## config.mk

```make
export PLATFORM = sky130hd
export DESIGN_NAME = rbd_front
export DESIGN_NICKNAME = d
export VERILOG_FILES = /design/src/rtl/rbd_pkg.sv /design/src/rtl/rbd_front.sv
export SDC_FILE = /design/constraint.sdc
export NUM_CORES = 1
export LEC_CHECK = 0
export ABC_AREA = 1
export BUFFER_PORTS_ARGS = -buffer_cell sky130_fd_sc_hd__buf_2
export CORE_AREA = 2 2 272 274
export DETAILED_ROUTE_END_ITERATION = 16
export DIE_AREA = 0 0 274 276
export PLACE_DENSITY_LB_ADDON = 0.25
export SETUP_SLACK_MARGIN = 0.02
export SYNTH_ARGS = -nofsm -noshare
export SYNTH_HDL_FRONTEND = slang
export SYNTH_SLANG_ARGS = --single-unit
```

## constraint.sdc

```tcl
create_clock -name vclk -period 3.3
set_clock_uncertainty 0.15 [all_clocks]
set_input_delay 0.33 -clock vclk [all_inputs]
set_output_delay 0.33 -clock vclk [all_outputs]
set_load 0.05 [all_outputs]
```

## src/rtl/rbd_pkg.sv

```systemverilog
// ---------------------------------------------------------------------------
// rbd_pkg
// Types and constants shared by the ray/box border distance unit.
// ---------------------------------------------------------------------------
package rbd_pkg;

  // Fixed field widths.
  localparam int COORD_W   = 32;
  localparam int LEN_W     = 31;
  localparam int PREC_W    = 16;
  localparam int T_W       = 31;
  // Face numerators carry one extra fraction bit and the sum growth.
  localparam int NUM_W     = 35;
  // Quotient shift between the doubled Q16.16 numerator and the Q1.30 direction.
  localparam int QSHIFT    = 29;
  localparam int PROD_W    = 64;
  localparam int DIV_STEPS = T_W;
  localparam int FACES     = 6;

  localparam logic [T_W-1:0] T_MAX = {T_W{1'b1}};

  // Configuration register indexes.
  typedef enum logic [2:0] {
    REG_CENTER_X  = 3'd0,
    REG_CENTER_Y  = 3'd1,
    REG_CENTER_Z  = 3'd2,
    REG_LENGTH_X  = 3'd3,
    REG_LENGTH_Y  = 3'd4,
    REG_LENGTH_Z  = 3'd5,
    REG_PRECISION = 3'd6,
    REG_UNUSED    = 3'd7
  } reg_idx_t;

  // Box configuration as seen by the datapath.
  typedef struct packed {
    logic [2:0][COORD_W-1:0] center;
    logic [2:0][LEN_W-1:0]   length;
    logic [PREC_W-1:0]       prec;
  } cfg_t;

  // One classified ray: face numerators per axis and the direction.
  typedef struct packed {
    logic [2:0][NUM_W-1:0]   dlo;
    logic [2:0][NUM_W-1:0]   dhi;
    logic [2:0][COORD_W-1:0] dir;
  } q_item_t;

  // State of one face lane in the divider pipeline.
  typedef struct packed {
    logic             pos;
    logic             sat;
    logic [NUM_W-1:0] rem;
    logic [31:0]      ud;
    logic [T_W-1:0]   q;
  } div_t;

endpackage

```

## src/rtl/rbd_front.sv

```systemverilog
// ---------------------------------------------------------------------------
// rbd_front
// Forms the doubled-scale face plane offsets of a ray against the box.
// ---------------------------------------------------------------------------
module rbd_front (
  input  rbd_pkg::cfg_t                      cfg_i,
  input  logic signed [rbd_pkg::COORD_W-1:0] origin_x,
  input  logic signed [rbd_pkg::COORD_W-1:0] origin_y,
  input  logic signed [rbd_pkg::COORD_W-1:0] origin_z,
  input  logic signed [rbd_pkg::COORD_W-1:0] dir_x,
  input  logic signed [rbd_pkg::COORD_W-1:0] dir_y,
  input  logic signed [rbd_pkg::COORD_W-1:0] dir_z,
  output rbd_pkg::q_item_t                   item_o
);
  import rbd_pkg::*;

  logic [2:0][COORD_W-1:0] org;

  assign org = {origin_z, origin_y, origin_x};

  // Plane offsets: (2*center -/+ length) - 2*origin, exact in NUM_W bits.
  always_comb begin
    logic [NUM_W-1:0] c2, o2, len;
    item_o.dir = {dir_z, dir_y, dir_x};
    for (int a = 0; a < 3; a++) begin
      c2  = {{2{cfg_i.center[a][COORD_W-1]}}, cfg_i.center[a], 1'b0};
      o2  = {{2{org[a][COORD_W-1]}}, org[a], 1'b0};
      len = {{(NUM_W-LEN_W){1'b0}}, cfg_i.length[a]};
      item_o.dlo[a] = c2 - len - o2;
      item_o.dhi[a] = c2 + len - o2;
    end
  end

endmodule

```

======== Word level (Yosys, flattened, before mapping) ========
Cells that the tools add are included.
storage, ports and cells
  flip-flop bits (word level) ............. 0
  output and inout bits ................... 306
cells by class
  add/subtract/negate cells ............... 12
operators by type and width
  cell                          number
  subtractor 34 x 33 -> 35 bit  6
  adder 33 x 32 -> 34 bit       3
  subtractor 33 x 32 -> 34 bit  3

======== Longest topological paths before layout ========
  depth in word-level cells ............... 2
  gate-level depth with buffers ........... 16
  mapped depth without buffers ............ 16

======== Least setup slack after synthesis ========
Ideal clock, no wire load.
  path type ............................... input-to-output
  from .................................... input port cfg_i[79] in the netlist's numbering
  to ...................................... output port item_o[181] in the netlist's numbering
  arrival ................................. 3.151 ns
  setup slack ............................. -0.331 ns
  cell stages on the path ................. 11
  path buffers ............................ 0
  path through ............................ inv_1 > fa_1 > inv_1 > fa_1 > nand3_1 > nand2_1 > nand3_1 > nand2_1 > nand2_1 > nand2_2 > xor2_1
RTL lines
  element             line             RTL
  start: declaration  rbd_front.sv:6   input rbd_pkg::cfg_t cfg_i,
  end: declaration    rbd_front.sv:13  output rbd_pkg::q_item_t item_o

==> summary.txt <==
Route
  – Final ANT Viol Nets: 0
  – WL/cell: 15.3 um
  – DR DRC count: 0
  – Drt initial violations: 1192
  – Metal3 WL: 3.83 mm
  – First-pass iteration count of the detailed router: 8
  – Routed WL: 80.2 mm
  – Metal-1 WL: 35.7 mm
  – Max Used Layer: met5
  – Drt via density: 4.39
  – DR vias: 23029
  – DR WL met2: 38.8 mm

Synthesis
  – Seq/Total Area, Yosys: 0%
  – Largest cells by area after synthesis: nand2_1 (19%), fa_1 (18%), inv_1 (18%)
  – Post-synthesis instance area: 20300 um^2
  – Mean Syn Cell Area: 5.64 um^2
  – Distinct cells, synth: 29
  – Post-Syn Nets: 4386
  – Ys Warns: 0
  – Synth top area share: 19.5%
  – Gate Count Post-Synth: 3590
  – Area leader, netlist: nand2_1

Placement
  – Inst Count DP: 5236
  – Area after DPL: 25800 um^2
  – Dpl hpwl: 73.1 mm
  – Placer congestion estimate: 0.934
  – Port bufs: 495

Setup path
  – CP Data Required Time: 2.82 ns
  – Startpoint types: input port
  – CP max-delay cell: fa_1
  – Worst path bufs/invs: 4
  – Crit path capture type: output port
  – WS Path Type: in2out
  – Critical path's top delay family: adder cells
  – CP max stage delay: 0.52 ns
  – Cells along the critical path: buf_2 > inv_1 > fa_1 > ha_1 > a21oi_1 > o21ai_0 > buf_4 > a21oi_1 > nand2_2 > xor2_1 > buf_2
  – WP depth: 11
  – Critical path fanouts, max: 4
  – Critical Path AT: 2.74 ns

Floorplanning
  – Core area: 72600 um^2
  – Die height: 276 um
  – DIE AREA: 75600 um^2
  – Initial core utilization: 27.9%
  – Boundary Pins: 703
  – Row cnt: 99
  – Die X: 274 um

GRT
  – Global-route wire length before repair: 120 mm
  – Vias in the first global route: 22370
  – Largest net degree at the start of global routing: 7
  – Antenna violations before repair: 3
  – Gr ovfl total: 0
  – Overall Global Routing Usage: 20.1%

Layout
  – Clkbuf count: 0
  – Non-Filler Instances: 5243
  – Layout fillers: 8115
  – FF+latch count: 0
  – Share of layout cells above drive strength 1: 28.3%
  – Nets: 5079
  – Register area: 0 um^2
  – Final Cell Area: 28100 um^2
  – Multi-input gate area: 17900 um^2
  – Area Growth Syn to Fin: 38.7%
  – Post-layout util: 38.7%

STA
  – Final min period: 3.22 ns
  – Slew headroom: 73.3%
  – Endpoints failing setup: 0
  – Setup tns final: 0 ns
  – Unrepaired setup endpoints after global routing: yes
  – Final hold violation count: 0
  – Worst slew pin tran: 0.396 ns
  – Fmax: 311 MHz
  – Max-slew violations: 0
  – Final cycle utilization of the critical path: 97.6%

Clock tree
  – CTS Hold Bufs: 0

Hold path
  – Worst hold stages: 0
  – Worst min path class: in2out

Flow run
  – MaxCap Viol Count: 0

Outcome
  – Outcome: complete, no violations

Pwr
  – Worst IR Drop VDD: 0.000433 V
  – Pwr/cell area: 530 nW/um^2
  – Design Power: 14.9 mW
  – Lkg Pwr: 16.3 nW
## report_power, final
part / internal [mW] / total, mW / switching, mW
clock network: 0.000000122 / 0.000000122 / 0
logic: 4.99 / 14.9 / 9.91
registers: 0 / 0 / 0
total: 4.99 / 14.9 / 9.91
## stage by stage
stage               hold WS (ns)  setup WS, ns
floorplan                  0.677        0.0222
global placement           0.510       -0.0843
detailed placement         0.510       -0.0910
CTS                        0.510        0.0203
global route               0.510       -0.0325
finish                     0.510        0.0807
## area by class of cell
type | instances | share of cell area [%]
repair buffers | 790 | 19.1
well taps | 959 | 4.27
inverters | 969 | 13.0
diodes | 3 | 0.0267
multi-input cells | 2522 | 63.6
## routing by layer
metal | global-route usage [%] | vias to the layer above
met3 | 1.80 | 90
met4 | 3.80 | 2
met2 | 35.4 | 558
li1 | - | 11903
met5 | 0.513 | -
met1 | 26.6 | 10476
## path summary, 6_finish.rpt
path                  startpoint          end  slack, ns
worst max-delay path   cfg_i[58]  item_o[254]       0.08
worst min-delay path   dir_x[21]   item_o[21]       0.51
## cell usage after synthesis, drive strengths merged (7+ instances only)
cell type  instances
a21oi            213
and2               7
buf               99
fa               183
ha               216
inv              969
nand2           1088
nand3            141
nand4             26
nor2             340
nor3              52
o21ai            118
o21bai            20
xnor2              7
xor2              95
## cell families (layout without fill, tap and decap cells)
group	count (synthesis)	count (layout)	synth area share, %
buffers and inverters	1068	1759	21.6
AOI/OAI and AO/OA	361	361	9.34
other	0	3	0
and+or+nand+nor	1660	1660	33.2
xor gates and xnor gates	102	102	4.41
adders and majority gates	399	399	31.4
## cell usage in the layout (no fill, tap or decap), types with 78 or more instances in the layout
cell / count
buf_2: 384
buf_4: 316
ha_1: 109
fa_1: 150
nand2_2: 104
nand3_1: 132
nor2_1: 270
xor2_1: 78
a21oi_1: 154
inv_1: 964
nand2_1: 984
o21ai_0: 98
## timing repair
action,4_1_cts,5_1_grt
gates cloned,0,0
setup buffers,0,4
pin swaps,0,32
gates resized for setup,51,511
endpoints found under the setup margin,48,139
(Power assumes the default switching activity.)
