===== src/rtl/rbd_pkg.sv =====
// ---------------------------------------------------------------------------
// rbd_pkg
// Types and constants shared by the ray/box border distance unit.
// ---------------------------------------------------------------------------
package rbd_pkg;

  // Fixed field widths.
  localparam int COORD_W   = 32;
  localparam int LEN_W     = 31;
  localparam int PREC_W    = 16;
  localparam int T_W       = 31;
  // Face numerators carry one extra fraction bit and the sum growth.
  localparam int NUM_W     = 35;
  // Quotient shift between the doubled Q16.16 numerator and the Q1.30 direction.
  localparam int QSHIFT    = 29;
  localparam int PROD_W    = 64;
  localparam int DIV_STEPS = T_W;
  localparam int FACES     = 6;

  localparam logic [T_W-1:0] T_MAX = {T_W{1'b1}};

  // Configuration register indexes.
  typedef enum logic [2:0] {
    REG_CENTER_X  = 3'd0,
    REG_CENTER_Y  = 3'd1,
    REG_CENTER_Z  = 3'd2,
    REG_LENGTH_X  = 3'd3,
    REG_LENGTH_Y  = 3'd4,
    REG_LENGTH_Z  = 3'd5,
    REG_PRECISION = 3'd6,
    REG_UNUSED    = 3'd7
  } reg_idx_t;

  // Box configuration as seen by the datapath.
  typedef struct packed {
    logic [2:0][COORD_W-1:0] center;
    logic [2:0][LEN_W-1:0]   length;
    logic [PREC_W-1:0]       prec;
  } cfg_t;

  // One classified ray: face numerators per axis and the direction.
  typedef struct packed {
    logic [2:0][NUM_W-1:0]   dlo;
    logic [2:0][NUM_W-1:0]   dhi;
    logic [2:0][COORD_W-1:0] dir;
  } q_item_t;

  // State of one face lane in the divider pipeline.
  typedef struct packed {
    logic             pos;
    logic             sat;
    logic [NUM_W-1:0] rem;
    logic [31:0]      ud;
    logic [T_W-1:0]   q;
  } div_t;

endpackage


===== src/rtl/rbd_queue.sv =====
// ---------------------------------------------------------------------------
// rbd_queue
// Two-entry request queue between the front and the back.
// ---------------------------------------------------------------------------
module rbd_queue (
  input  logic             clk,
  input  logic             rst_n,
  input  logic             push,
  input  rbd_pkg::q_item_t push_item,
  input  logic             pop,
  output logic             full,
  output logic             not_empty,
  output rbd_pkg::q_item_t head
);
  import rbd_pkg::*;

  q_item_t    mem_r [2];
  logic       wr_ptr_r, wr_ptr_nxt;
  logic       rd_ptr_r, rd_ptr_nxt;
  logic [1:0] cnt_r, cnt_nxt;

  assign full      = (cnt_r == 2'd2);
  assign not_empty = (cnt_r != 2'd0);
  assign head      = mem_r[rd_ptr_r];

  // Pointer and fill count update.
  always_comb begin
    wr_ptr_nxt = wr_ptr_r ^ push;
    rd_ptr_nxt = rd_ptr_r ^ pop;
    cnt_nxt    = cnt_r + {1'b0, push} - {1'b0, pop};
  end

  always_ff @(posedge clk) begin
    if (!rst_n) begin
      wr_ptr_r <= 1'b0;
      rd_ptr_r <= 1'b0;
      cnt_r    <= 2'd0;
    end else begin
      wr_ptr_r <= wr_ptr_nxt;
      rd_ptr_r <= rd_ptr_nxt;
      cnt_r    <= cnt_nxt;
    end
  end

  // Storage needs no reset.
  always_ff @(posedge clk) begin
    if (push) begin
      mem_r[wr_ptr_r] <= push_item;
    end
  end

endmodule


===== config.mk =====
export PLATFORM = sky130hd
export DESIGN_NAME = rbd_queue
export DESIGN_NICKNAME = d
export VERILOG_FILES = /design/src/rtl/rbd_pkg.sv /design/src/rtl/rbd_queue.sv
export SDC_FILE = /design/constraint.sdc
export NUM_CORES = 1
export LEC_CHECK = 0
export BUFFER_PORTS_ARGS = -buffer_cell sky130_fd_sc_hd__buf_2
export CORE_AREA = 2 2 240 242
export DETAILED_ROUTE_END_ITERATION = 7
export DIE_AREA = 0 0 242 244
export PLACE_DENSITY = 0.65
export SLEW_MARGIN = 40
export SYNTH_ARGS = -nofsm -noshare
export SYNTH_HDL_FRONTEND = slang
export SYNTH_SLANG_ARGS = --single-unit

===== constraint.sdc =====
create_clock -name clk -period 13.6 [get_ports clk]
set_input_delay 2.72 -clock clk [delete_from_list [all_inputs] [get_ports clk]]
set_output_delay 2.72 -clock clk [all_outputs]
set_load 0.03 [all_outputs]

Yosys cells after proc, flatten, opt, wreduce, memory -nomap -nowiden

Memory sizes are Yosys's and may differ from the RTL's. A register that Yosys moved wholly into a read port is not among the register bits.
Index checks and enable logic that the tools add are counted.

Mux-type cells: 3
Bitwise gates (word level): 2
$lt $le $gt $ge: 0
Shifts and indexed selects: 0
Divide/modulo/power cells: 0
Equal/unequal tests: 1
Reduce and logical (&&, ||, !) cells: 1
Multipliers: 0
$add $sub $neg: 2

Operators by type and width:

| cell                                        | number |
|---|---|
| 1-bit 2-to-1 mux                            | 3 |
| 2-bit by 1-bit adder with 2-bit output      | 1 |
| 2-bit equality test (second input constant) | 1 |
| 2-bit nonzero test                          | 1 |
| 2-bit by 1-bit subtractor with 2-bit output | 1 |
| 1-bit XOR                                   | 2 |

Memories: 1
Logic and storage cells: 13
Output and inout port bits: 308
ROM bits: 0
Input port bits: 310
Memory bits (writable): 612
Bits in latches: 0
Register bits after elaboration: 4

Memory list:

| name  | depth | width | read ports | clocked after Yosys merged registers in | write ports | line            | RTL |
|---|---|---|---|---|---|---|---|
| mem_r | 2     | 306   | 1          | 1                                       | 1           | rbd_queue.sv:17 | `q_item_t mem_r [2];` |

Longest topological paths before layout

Gate-level depths: netlist of the first run.

Depth after elaboration: 2
Mapped depth: 6
Depth with buffers taken out: 6

Worst setup path after synthesis of the first run

OpenSTA, ideal clock, no wires.

Path kind: input -> register
Start: input push
End: memory mem_r[0][0] in the netlist's numbering, enable pin
Setup time: 0.709 ns
Stages on the path: 1
Arrival time: 9.747 ns
Path slack: 3.144 ns
Required time: 12.891 ns
Buffers on the path: 0
Cell sequence: ha_1

Word-level cells in the longest chain between the ends: 2

RTL lines:

| what                                   | line            | RTL |
|---|---|---|
| start: declaration                     | rbd_queue.sv:8  | `input logic push,` |
| 1-bit 2-to-1 mux                       | rbd_queue.sv:47 | `if (push) begin` |
| 1-bit 2-to-1 mux (implied by the code) | rbd_queue.sv:48 | `mem_r[wr_ptr_r] <= push_item;` |
| end: declaration                       | rbd_queue.sv:17 |  |

Every way passes these cells.

==> metrics.txt, run 1 <==
status=complete, no violations; Reg power frac=46.8%; peak supply drop=0.117 mV; H-tree levels=3; multi-input logic area=0.00450 mm²; hold crit path type=reg2reg; Max Freq=171 MHz; Power, Total=0.00481 W; Max-slew headroom=44.7%; CTS Buf Count=67; GRT overflow=0; crit path max fanout=69; cell area after synthesis=0.0233 mm²; synthesized flop and latch total=617; HPWL Detailed=35.3 mm; row count=87; I/O Pins=618; most common cell after layout, fill and taps aside=buf_2; CP peak stage delay=0.66 ns; vias in the first global route=12,100; Final Hold Slack=0.584 ns; synth unique cells=13; CP Cell Sequence=buf_12, buf_12, buf_16, mux2_4, buf_2; clk buf depth=3; commonest non-fill, non-tap cells in the layout=buf_2 (617), edfxtp_1 (612), mux2_4 (240), clkbuf_16 (68), mux2_2 (66); initial antenna violation count=23; Avg Cell Area, Syn=24.0 µm²; power density cells=163 mW/mm²; Int Power=0.00363 W; Core Util, Final=52.7%; drt wl/cell=20.7 µm; placed cell areas=0.0272 mm²; Initial Utilization=41.5%; CP Class=reg2out; Tightest Pin Transition=0.829 ns; Synthesized Nets=1,287; NumNets Final=1,953; WP data arrival=3.13 ns; PostCTS Resize Cnt=0; Fillers=4,528; Worst Skew=0.0230 ns; post-route clock period utilization=43.0%; CTS tree=built; hold path startpoint=rd_ptr_r; Die Y=244 µm; CTS root buf=clkbuf_16; R2R setup slack=10.82 ns; drt first-iter violations=530; DRT Pass-1 Iters=4; CP dominant cell by count=buf_12; # clock sinks=617; Worst R2R Start=wr_ptr_r; first-pass GRT wire length=73.1 mm; critical path's slowest cell=dfxtp_4; post-route cell area=0.0296 mm²; Worst R2R End=mem_r[0][170]; Leakage=11.6 nW; FF/Latch Area=0.0185 mm²; Worst path top cell family by delay=buffers and inverters; Setup TNS=0 ns; total of max-cap violations=0; DRT Wirelength=50.9 mm; Gate power share=14.2%; Die W=242 µm; Cells on Worst Hold Path=2; Switch Pwr=0.00119 W; fin. max-slew vios=0; Yosys warning count=0; core area=0.0562 mm²; clock latency reported for the late side of the worst-skew pair=0.60 ns; vias post-DR=11,500; synthesis-to-finish area growth=26.9%; worst reg2reg path depth=4; Crit. End Element=primary output; crit start category=flip-flop; # setup viols final=0; RSZ-0062 raised after global routing=false; Tmin final=5.85 ns; residual DRC count=0; Post-CTS Setup Repair Bufs=0; number of port buffers=617; Cells after Synth=973; vias per inst=4.69; Worst Path Required=10.88 ns; Routed Antenna Nets=0; GRT Overall Usage=16.6%; worst path bufs/invs=4; post-synthesis sequential area ratio=79.3%; hold_buf cts=0; pin count of the biggest net entering global routing=80; gp weighted congestion=0.782; Clock transition at path regs=0.05 ns; switching share of power=24.7%; total die area=0.0590 mm²; share of cells above drive strength 1=61.5%; Final Hold Vio Count=0; clock network power share=39.0%
## synth_stat cells
library cell  count  area (µm²)
buf_2             6        30.0
nor2b_1           3        18.8
or2_2             1        6.26
mux2_4          240        3600
buf_6            28         315
mux2_2           66         743
xor2_1            1        8.76
ha_1              4        50.1
dfxtp_1           5         100
xnor3_1           1        22.5
and2_1            3        18.8
inv_1             3        11.3
edfxtp_1        612       18400
## kinds of logic after synthesis
logic type,count (synthesis),share of synthesized area (%)
xor gates and xnor gates,2,0.134
buffers and inverters,37,1.53
adders and majority gates,4,0.215
and+or+nand+nor,7,0.188
muxes,306,18.7
DFF,617,79.3
## worst reg2reg max path, stage by stage (launching register included)
cell and delay [ns]:
dfxtp_1 0.33, inv_1 0.09, ha_4 0.51, buf_6 0.64, buf_6 0.79
## worst max path at each step
stage,from,endpoint,slack [ns],cells after the start
floorplan,push,mem_r[0][0],3.14,1
global placement,push,mem_r[0][209],7.81,4
detailed placement,push,mem_r[0][216],8.10,4
CTS,flip-flop,head[58],7.72,5
global route,flip-flop,head[192],7.63,5
finish,flip-flop,head[192],7.75,5
## power by group through the flow
stage / sequential, W / combinational, W / clock, W
final: 0.00225 / 0.000685 / 0.00188
after CTS: 0.00225 / 0.000694 / 0.00193
after floorplan: 0.00232 / 0.000488 / 0
after global placement: 0.00229 / 0.000680 / 0
after detailed placement: 0.00229 / 0.000692 / 0
after global routing: 0.00226 / 0.000721 / 0.00200
## through the flow
| step | setup WS [ns] | cells |
|---|---|---|
| after floorplan | 3.14 | 973 |
| after global placement | 7.81 | 2322 |
| after detailed placement | 8.10 | 2325 |
| after CTS | 7.72 | 2445 |
| after global routing | 7.63 | 2457 |
| final | 7.75 | 2457 |
## layout make-up
class | instances | area share (%)
flip-flops and latches | 617 | 62.5
multi-input cells | 319 | 15.2
repair buffers | 631 | 11.2
clock buffers | 82 | 5.93
well taps | 756 | 3.20
clock inverters | 38 | 1.89
diodes | 11 | 0.0930
inverters | 3 | 0.0381
## registers in the layout, summed over array words and instances (netlist names), named ones only
| register | cells |
|---|---|
| rd_ptr_r | 1 |
| mem_r | 612 |
| cnt_r | 2 |
| wr_ptr_r | 1 |
## layer usage
metal | GRT usage, % | wire (µm) | part of all wire, % | vias up
li1 | - | - | - | 5241
met4 | 7.84 | 1800 | 3.5 | 18
met3 | 6.29 | 3760 | 7.4 | 124
met2 | 28.9 | 27000 | 53 | 385
met1 | 17.9 | 18300 | 36 | 5755
met5 | 0 | 123 | 0.24 | -
Power figures use the tool's default switching activity.
==> run 2: changes to the inputs <==
Clock period 13.6 ns to 5.47 ns, I/O delays scaled along.
==> run 2 against run 1 <==
Effect of this change:
- non-clock buffer count grew 14
- combinational power rose to 2.5 times the previous value
- cell count rose by 0.33%
- setup slack got worse by 5.8 ns
- critical endpoint is now head[55]
- highest routed layer unchanged
- count of clock-buffer cells in the layout decreased by 10
- register-to-register slack worse by 7.5 ns
- critical path depth down 2
- total power up 130%
- sequential share of layout area rose by 0.60 points
- sequential cell count stayed put
- first-iteration DRC count up 30%
- die area stayed put
==> metrics.txt, run 2 (synthesized netlist as in run 1, its figures left out) <==
DR top layer=met5 (unchanged); FF/Latch Area=0.0185 mm² (unchanged); row count=87 (unchanged); post-route clock period utilization=63.6%; met1 wire length=19.6 mm (was 18.3 mm); wire length on met2=27.7 mm (was 27.0 mm); first-pass GRT wire length=75.9 mm (was 73.1 mm); Post-Layout Cell Count=2,465 (was 2,457); hold crit path type=reg2reg (unchanged); Max Freq=287 MHz; Most flops, register=mem_r (unchanged); # setup viols final=0 (unchanged); hold_buf cts=0 (unchanged); multi-input logic area=0.00450 mm² (unchanged); Die Y=244 µm (unchanged); most common cell after layout, fill and taps aside=buf_2 (unchanged); share of cells above drive strength 1=61.6% (was 61.5%); Tightest Pin Transition=0.575 ns (was 0.829 ns); total of max-cap violations=0 (unchanged); commonest non-fill, non-tap cells in the layout=buf_2 (617), edfxtp_1 (612), mux2_4 (240), mux2_2 (66), clkbuf_16 (61) (was buf_2 (617), edfxtp_1 (612), mux2_4 (240), clkbuf_16 (68), mux2_2 (66)); Worst Skew=0.0248 ns (was 0.0230 ns); Max-slew headroom=61.7% (was 44.7%); drt first-iter violations=688 (was 530); Tmin final=3.48 ns; DRT Pass-1 Iters=5 (was 4); pin count of the biggest net entering global routing=79 (was 80); power density cells=385 mW/mm² (was 163 mW/mm²); Fillers=4,559 (was 4,528); status=complete, no violations (unchanged); Worst path top cell family by delay=flip-flops (was buffers and inverters); clock latency reported for the late side of the worst-skew pair=0.62 ns (was 0.60 ns); fin. max-slew vios=0 (unchanged); placed cell areas=0.0274 mm² (was 0.0272 mm²); Largest register FFs=612 (unchanged); H-tree levels=2 (was 3); Setup TNS=0 ns (unchanged); vias in the first global route=12,300 (was 12,100); core area=0.0562 mm² (unchanged); Worst Path Required=4.38 ns (was 10.88 ns); crit path max fanout=63 (was 69); Crit. End Element=primary output (unchanged); crit start category=flip-flop (unchanged); GRT Overall Usage=17.2% (was 16.6%); post-route cell area=0.0293 mm² (was 0.0296 mm²); HPWL Detailed=37.9 mm (was 35.3 mm); Routed Antenna Nets=0 (unchanged); met3 routed WL=3.87 mm (was 3.76 mm); Regs by FF count=mem_r: 612 flops, cnt_r: 2 flops (unchanged); DRT Wirelength=52.9 mm (was 50.9 mm); CTS Buf Count=61 (was 67); CP peak stage delay=0.61 ns (was 0.66 ns); PostCTS Resize Cnt=0 (unchanged); GRT overflow=0 (unchanged); vias per inst=4.73 (was 4.69); CTS tree=built (unchanged); drt wl/cell=21.5 µm (was 20.7 µm); Die W=242 µm (unchanged); Clock transition at path regs=0.06 ns (was 0.05 ns); synthesis-to-finish area growth=25.7% (was 26.9%); CP Cell Sequence=buf_12, mux2_2, buf_2 (was buf_12, buf_12, buf_16, mux2_4, buf_2); # clock sinks=617 (unchanged); initial antenna violation count=23 (unchanged); number of port buffers=617 (unchanged); vias post-DR=11,700 (was 11,500); residual DRC count=0 (unchanged); total die area=0.0590 mm² (unchanged); Post-CTS Setup Repair Bufs=0 (unchanged); Final Hold Vio Count=0 (unchanged); gp weighted congestion=0.841 (was 0.782); Leakage=11.5 nW (was 11.6 nW); placed cell count=2,340 (was 2,325); worst path bufs/invs=2 (was 4); peak supply drop=0.270 mV (was 0.117 mV); NumNets Final=1,961 (was 1,953); Initial Utilization=41.5% (unchanged); WP data arrival=2.38 ns (was 3.13 ns); CTS root buf=clkbuf_16 (unchanged); RSZ-0062 raised after global routing=false (unchanged); I/O Pins=618 (unchanged); CP Class=reg2out (unchanged); clk buf depth=3 (unchanged); critical path's slowest cell=dfxtp_4 (unchanged)
-- run 2: cell type report --
| type | count | area share, % |
|---|---|---|
| sequential | 617 | 63.1 |
| multi-input combinational | 319 | 15.3 |
| timing repair buffer | 645 | 11.8 |
| clock buffer | 72 | 5.35 |
| tap | 756 | 3.23 |
| clock inverter | 40 | 1.08 |
| antenna | 13 | 0.111 |
| inverter | 3 | 0.0384 |
-- run 2: final timing paths --
kind / from / end / slack, ns / cells after the start
worst min-delay path: rd_ptr_r / flip-flop / 0.58 / 2
worst max register to register: wr_ptr_r / mem_r[0][21] / 3.32 / 5
worst min register to register: rd_ptr_r / flip-flop / 0.58 / 2
worst max-delay path: flip-flop / head[55] / 1.99 / 3
-- run 2: stage by stage --
| step | hold slack, ns | utilization, % | total power (W) | setup slack [ns] |
|---|---|---|---|---|
| after floorplan | 0.546 | - | 0.00693 | 0.0419 |
| after global placement | 0.567 | 48.6 | 0.00742 | 2.29 |
| after detailed placement | 0.578 | 48.8 | 0.00746 | 2.45 |
| after CTS | 0.589 | 52.1 | 0.0114 | 1.96 |
| after global routing | 0.610 | 52.2 | 0.0117 | 1.90 |
| final | 0.585 | 52.2 | 0.0113 | 1.99 |
-- run 2: worst register-to-register path: cells and delay by family (launching register included) --
| family | cells | cell delay [ns] |
|---|---|---|
| buffers and inverters | 4 | 1.05 |
| DFF | 1 | 0.34 |
| adders and majority gates | 1 | 0.35 |
-- run 2: layer usage --
| layer | vias to the layer above | track usage, % |
|---|---|---|
| met2 | 425 | 30.0 |
| met4 | 20 | 6.63 |
| met1 | 5853 | 19.6 |
| met5 | - | 0 |
| li1 | 5262 | - |
| met3 | 103 | 5.59 |
-- run 2: report_power, final --
| part | total [W] | switching, W | internal (W) | leakage (nW) |
|---|---|---|---|---|
| Clock | 0.00394 | 0.00170 | 0.00223 | 0.939 |
| Sequential | 0.00560 | 0.0000758 | 0.00552 | 5.79 |
| Combinational | 0.00173 | 0.00107 | 0.000663 | 4.74 |
==> run 3: changes to the inputs <==
Settings changed: ABC_AREA set to 1, PLACE_DENSITY 0.65 to 0.68.
Clock period 5.47 ns to 3.12 ns, I/O delays scaled along.
==> run 3 against run 2 <==
Effect of this change:
- clock power is 86% higher
- clock skew decreased by 0.0062 ns
- critical path type unchanged
- register-to-register slack lost 1.9 ns
- final area up 1.2%
- cell count rose by 0.97%
- sequential power increased by 75%
==> metrics.txt, run 3 <==
status=complete, no violations (unchanged); drt first-iter violations=541 (was 688); post-route clock period utilization=91.6%; PostCTS Resize Cnt=0 (unchanged); number of port buffers=617 (unchanged); hold_buf cts=0 (unchanged); Die W=242 µm (unchanged); residual DRC count=0 (unchanged); vias post-DR=11,700 (about the same); initial antenna violation count=19 (was 23); Yosys warning count=0 (unchanged); Most flops, register=mem_r (unchanged); Cells after Synth=981 (was 973); Max Freq=350 MHz; RSZ-0062 raised after global routing=false (unchanged); placed cell areas=0.0276 mm² (was 0.0274 mm²); Synth area leaders=edfxtp_1 (79%), mux2_4 (15%), mux2_2 (3.2%) (unchanged); R2R setup slack=1.43 ns (was 3.32 ns); Leakage=11.6 nW (was 11.5 nW); Cells on Worst Hold Path=1 (was 2); I/O Pins=618 (unchanged); vias per inst=4.71 (was 4.73); NumNets Final=1,988 (was 1,961); WP data arrival=2.24 ns (was 2.38 ns); Largest register FFs=612 (unchanged); HPWL Detailed=38.4 mm (was 37.9 mm); hold crit path type=in2reg (was reg2reg); Tightest Pin Transition=0.676 ns (was 0.575 ns); synthesis-to-finish area growth=27.2% (was 25.7%); Worst Skew=0.0187 ns (was 0.0248 ns); Routed Antenna Nets=0 (unchanged); Die Y=244 µm (unchanged); Crit. End Element=primary output (unchanged); peak supply drop=0.512 mV (was 0.270 mV); CTS root buf=clkbuf_16 (unchanged); Max-slew headroom=54.9% (was 61.7%); crit path max fanout=25 (was 63); Setup TNS=0 ns (unchanged); commonest non-fill, non-tap cells in the layout=buf_2 (617), edfxtp_1 (612), mux2_4 (240), clkbuf_16 (69), mux2_2 (66) (was buf_2 (617), edfxtp_1 (612), mux2_4 (240), mux2_2 (66), clkbuf_16 (61)); Worst R2R End=mem_r[0][265] (was mem_r[0][21]); gp weighted congestion=0.863 (was 0.841); Tmin final=2.86 ns; CTS Buf Count=67 (was 61); crit start category=flip-flop (unchanged); drt wl/cell=21.3 µm (was 21.5 µm); cell with the most instances after synthesis=edfxtp_1 (unchanged); DRT Pass-1 Iters=6 (was 5); most common cell after layout, fill and taps aside=buf_2 (unchanged); CTS tree=built (unchanged); synth unique cells=13 (unchanged); Clock transition at path regs=0.06 ns (about the same); row count=87 (unchanged); Worst R2R Start=wr_ptr_r (unchanged); share of cells above drive strength 1=61.3% (was 61.6%); ys flop type=edfxtp_1 (unchanged); total of max-cap violations=0 (unchanged); clk buf depth=3 (unchanged); post-synthesis sequential area ratio=79.3% (about the same); CP Class=reg2out (unchanged); pin count of the biggest net entering global routing=87 (was 79); worst hold endpoint=mem_r[0][218]; core area=0.0562 mm² (unchanged); hold path startpoint=push_item[218] (was rd_ptr_r); cell area after synthesis=0.0233 mm² (about the same); post-route cell area=0.0296 mm² (was 0.0293 mm²); GRT Overall Usage=17.4% (was 17.2%); Post-synth top cells=edfxtp_1 (612), mux2_4 (240), mux2_2 (66), buf_6 (28), inv_1 (7) (was edfxtp_1 (612), mux2_4 (240), mux2_2 (66), buf_6 (28), buf_2 (6)); worst reg2reg path depth=4 (was 5); Post-CTS Setup Repair Bufs=0 (unchanged); Regs by FF count=mem_r: 612 flops, cnt_r: 2 flops (unchanged); Initial Utilization=41.5% (about the same); first-pass GRT wire length=76.4 mm (was 75.9 mm); Post-synth EDFFs=612 (unchanged); fin. max-slew vios=0 (unchanged); H-tree levels=3 (was 2); total die area=0.0590 mm² (unchanged); Final Hold Vio Count=0 (unchanged); clock latency reported for the late side of the worst-skew pair=0.60 ns (was 0.62 ns); vias in the first global route=12,600 (was 12,300); Worst Path Required=2.50 ns (was 4.38 ns); Synthesized Nets=1,295 (was 1,287); synthesized flop and latch total=617 (unchanged); ys async rst share=0% (unchanged); power density cells=682 mW/mm² (was 385 mW/mm²); DRT Wirelength=53.1 mm (was 52.9 mm); post-synth top area share=78.9% (about the same); # clock sinks=617 (unchanged); Avg Cell Area, Syn=23.8 µm² (was 24.0 µm²); # setup viols final=0 (unchanged); GRT overflow=0 (unchanged); area leader, netlist=edfxtp_1 (unchanged)
-- run 3: cell families after synthesis --
logic type | Yosys count | share of synthesized area (%)
and+or+nand+nor | 11 | 0.183
muxes | 306 | 18.7
DFF | 617 | 79.3
xor gates and xnor gates | 1 | 0.0376
AOI/OAI and AO/OA | 1 | 0.0215
buffers and inverters | 41 | 1.59
adders and majority gates | 4 | 0.215
-- run 3: worst max path at each step --
stage / cells past startpoint / from / slack, ns / endpoint
after global placement: 3 / flip-flop / 0.87 / head[208]
after floorplan: 1 / push / -0.14 / mem_r[0][0]
final: 3 / flip-flop / 0.26 / head[201]
after CTS: 3 / flip-flop / 0.18 / head[201]
after detailed placement: 3 / flip-flop / 0.83 / head[201]
after global routing: 3 / flip-flop / 0.15 / head[201]
-- run 3: routing by layer --
layer  global-route usage (%)  up-vias  wire, µm
met5                        0        -       117
met4                     8.37       18      1940
met3                     5.84      121      3950
met2                     30.2      436     27600
met1                     19.2     5816     19500
li1                         -     5326         -
-- run 3: critical path, stage by stage (launching register included) --
cell and delay (ns):
dfxtp_4 0.67, buf_4 0.44, mux2_4 0.33, buf_2 0.18
-- run 3: area by class of cell --
type | instances | area (µm²)
Tap cell | 756 | 946
Inverter | 7 | 26.3
Timing Repair Buffer | 658 | 3660
Clock buffer | 77 | 1760
Antenna cell | 10 | 25.0
Sequential cell | 617 | 18500
Fill cell | 4558 | 26500
Clock inverter | 41 | 277
Multi-Input combinational cell | 323 | 4480
-- run 3: power by group --
group	switching (W)	leakage [nW]	total (W)	internal, W
Combinational	0.00188	4.85	0.00306	0.00119
Sequential	0.000134	5.79	0.00982	0.00968
Clock	0.00312	0.996	0.00733	0.00421
Total	0.00513	11.6	0.0202	0.0151
-- run 3: stage by stage --
stage / power [W] / utilization [%] / hold slack, ns / cells / setup slack (ns)
3_5_place_dp: 0.0131 / 49.1 / 0.495 / 2361 / 0.834
3_3_place_gp: 0.0130 / 49.1 / 0.492 / 2361 / 0.869
2_1_floorplan: 0.0121 / - / 0.480 / 981 / -0.138
6_report: 0.0202 / 52.8 / 0.212 / 2489 / 0.261
5_1_grt: 0.0209 / 52.8 / 0.175 / 2488 / 0.146
4_1_cts: 0.0205 / 52.7 / 0.158 / 2479 / 0.178
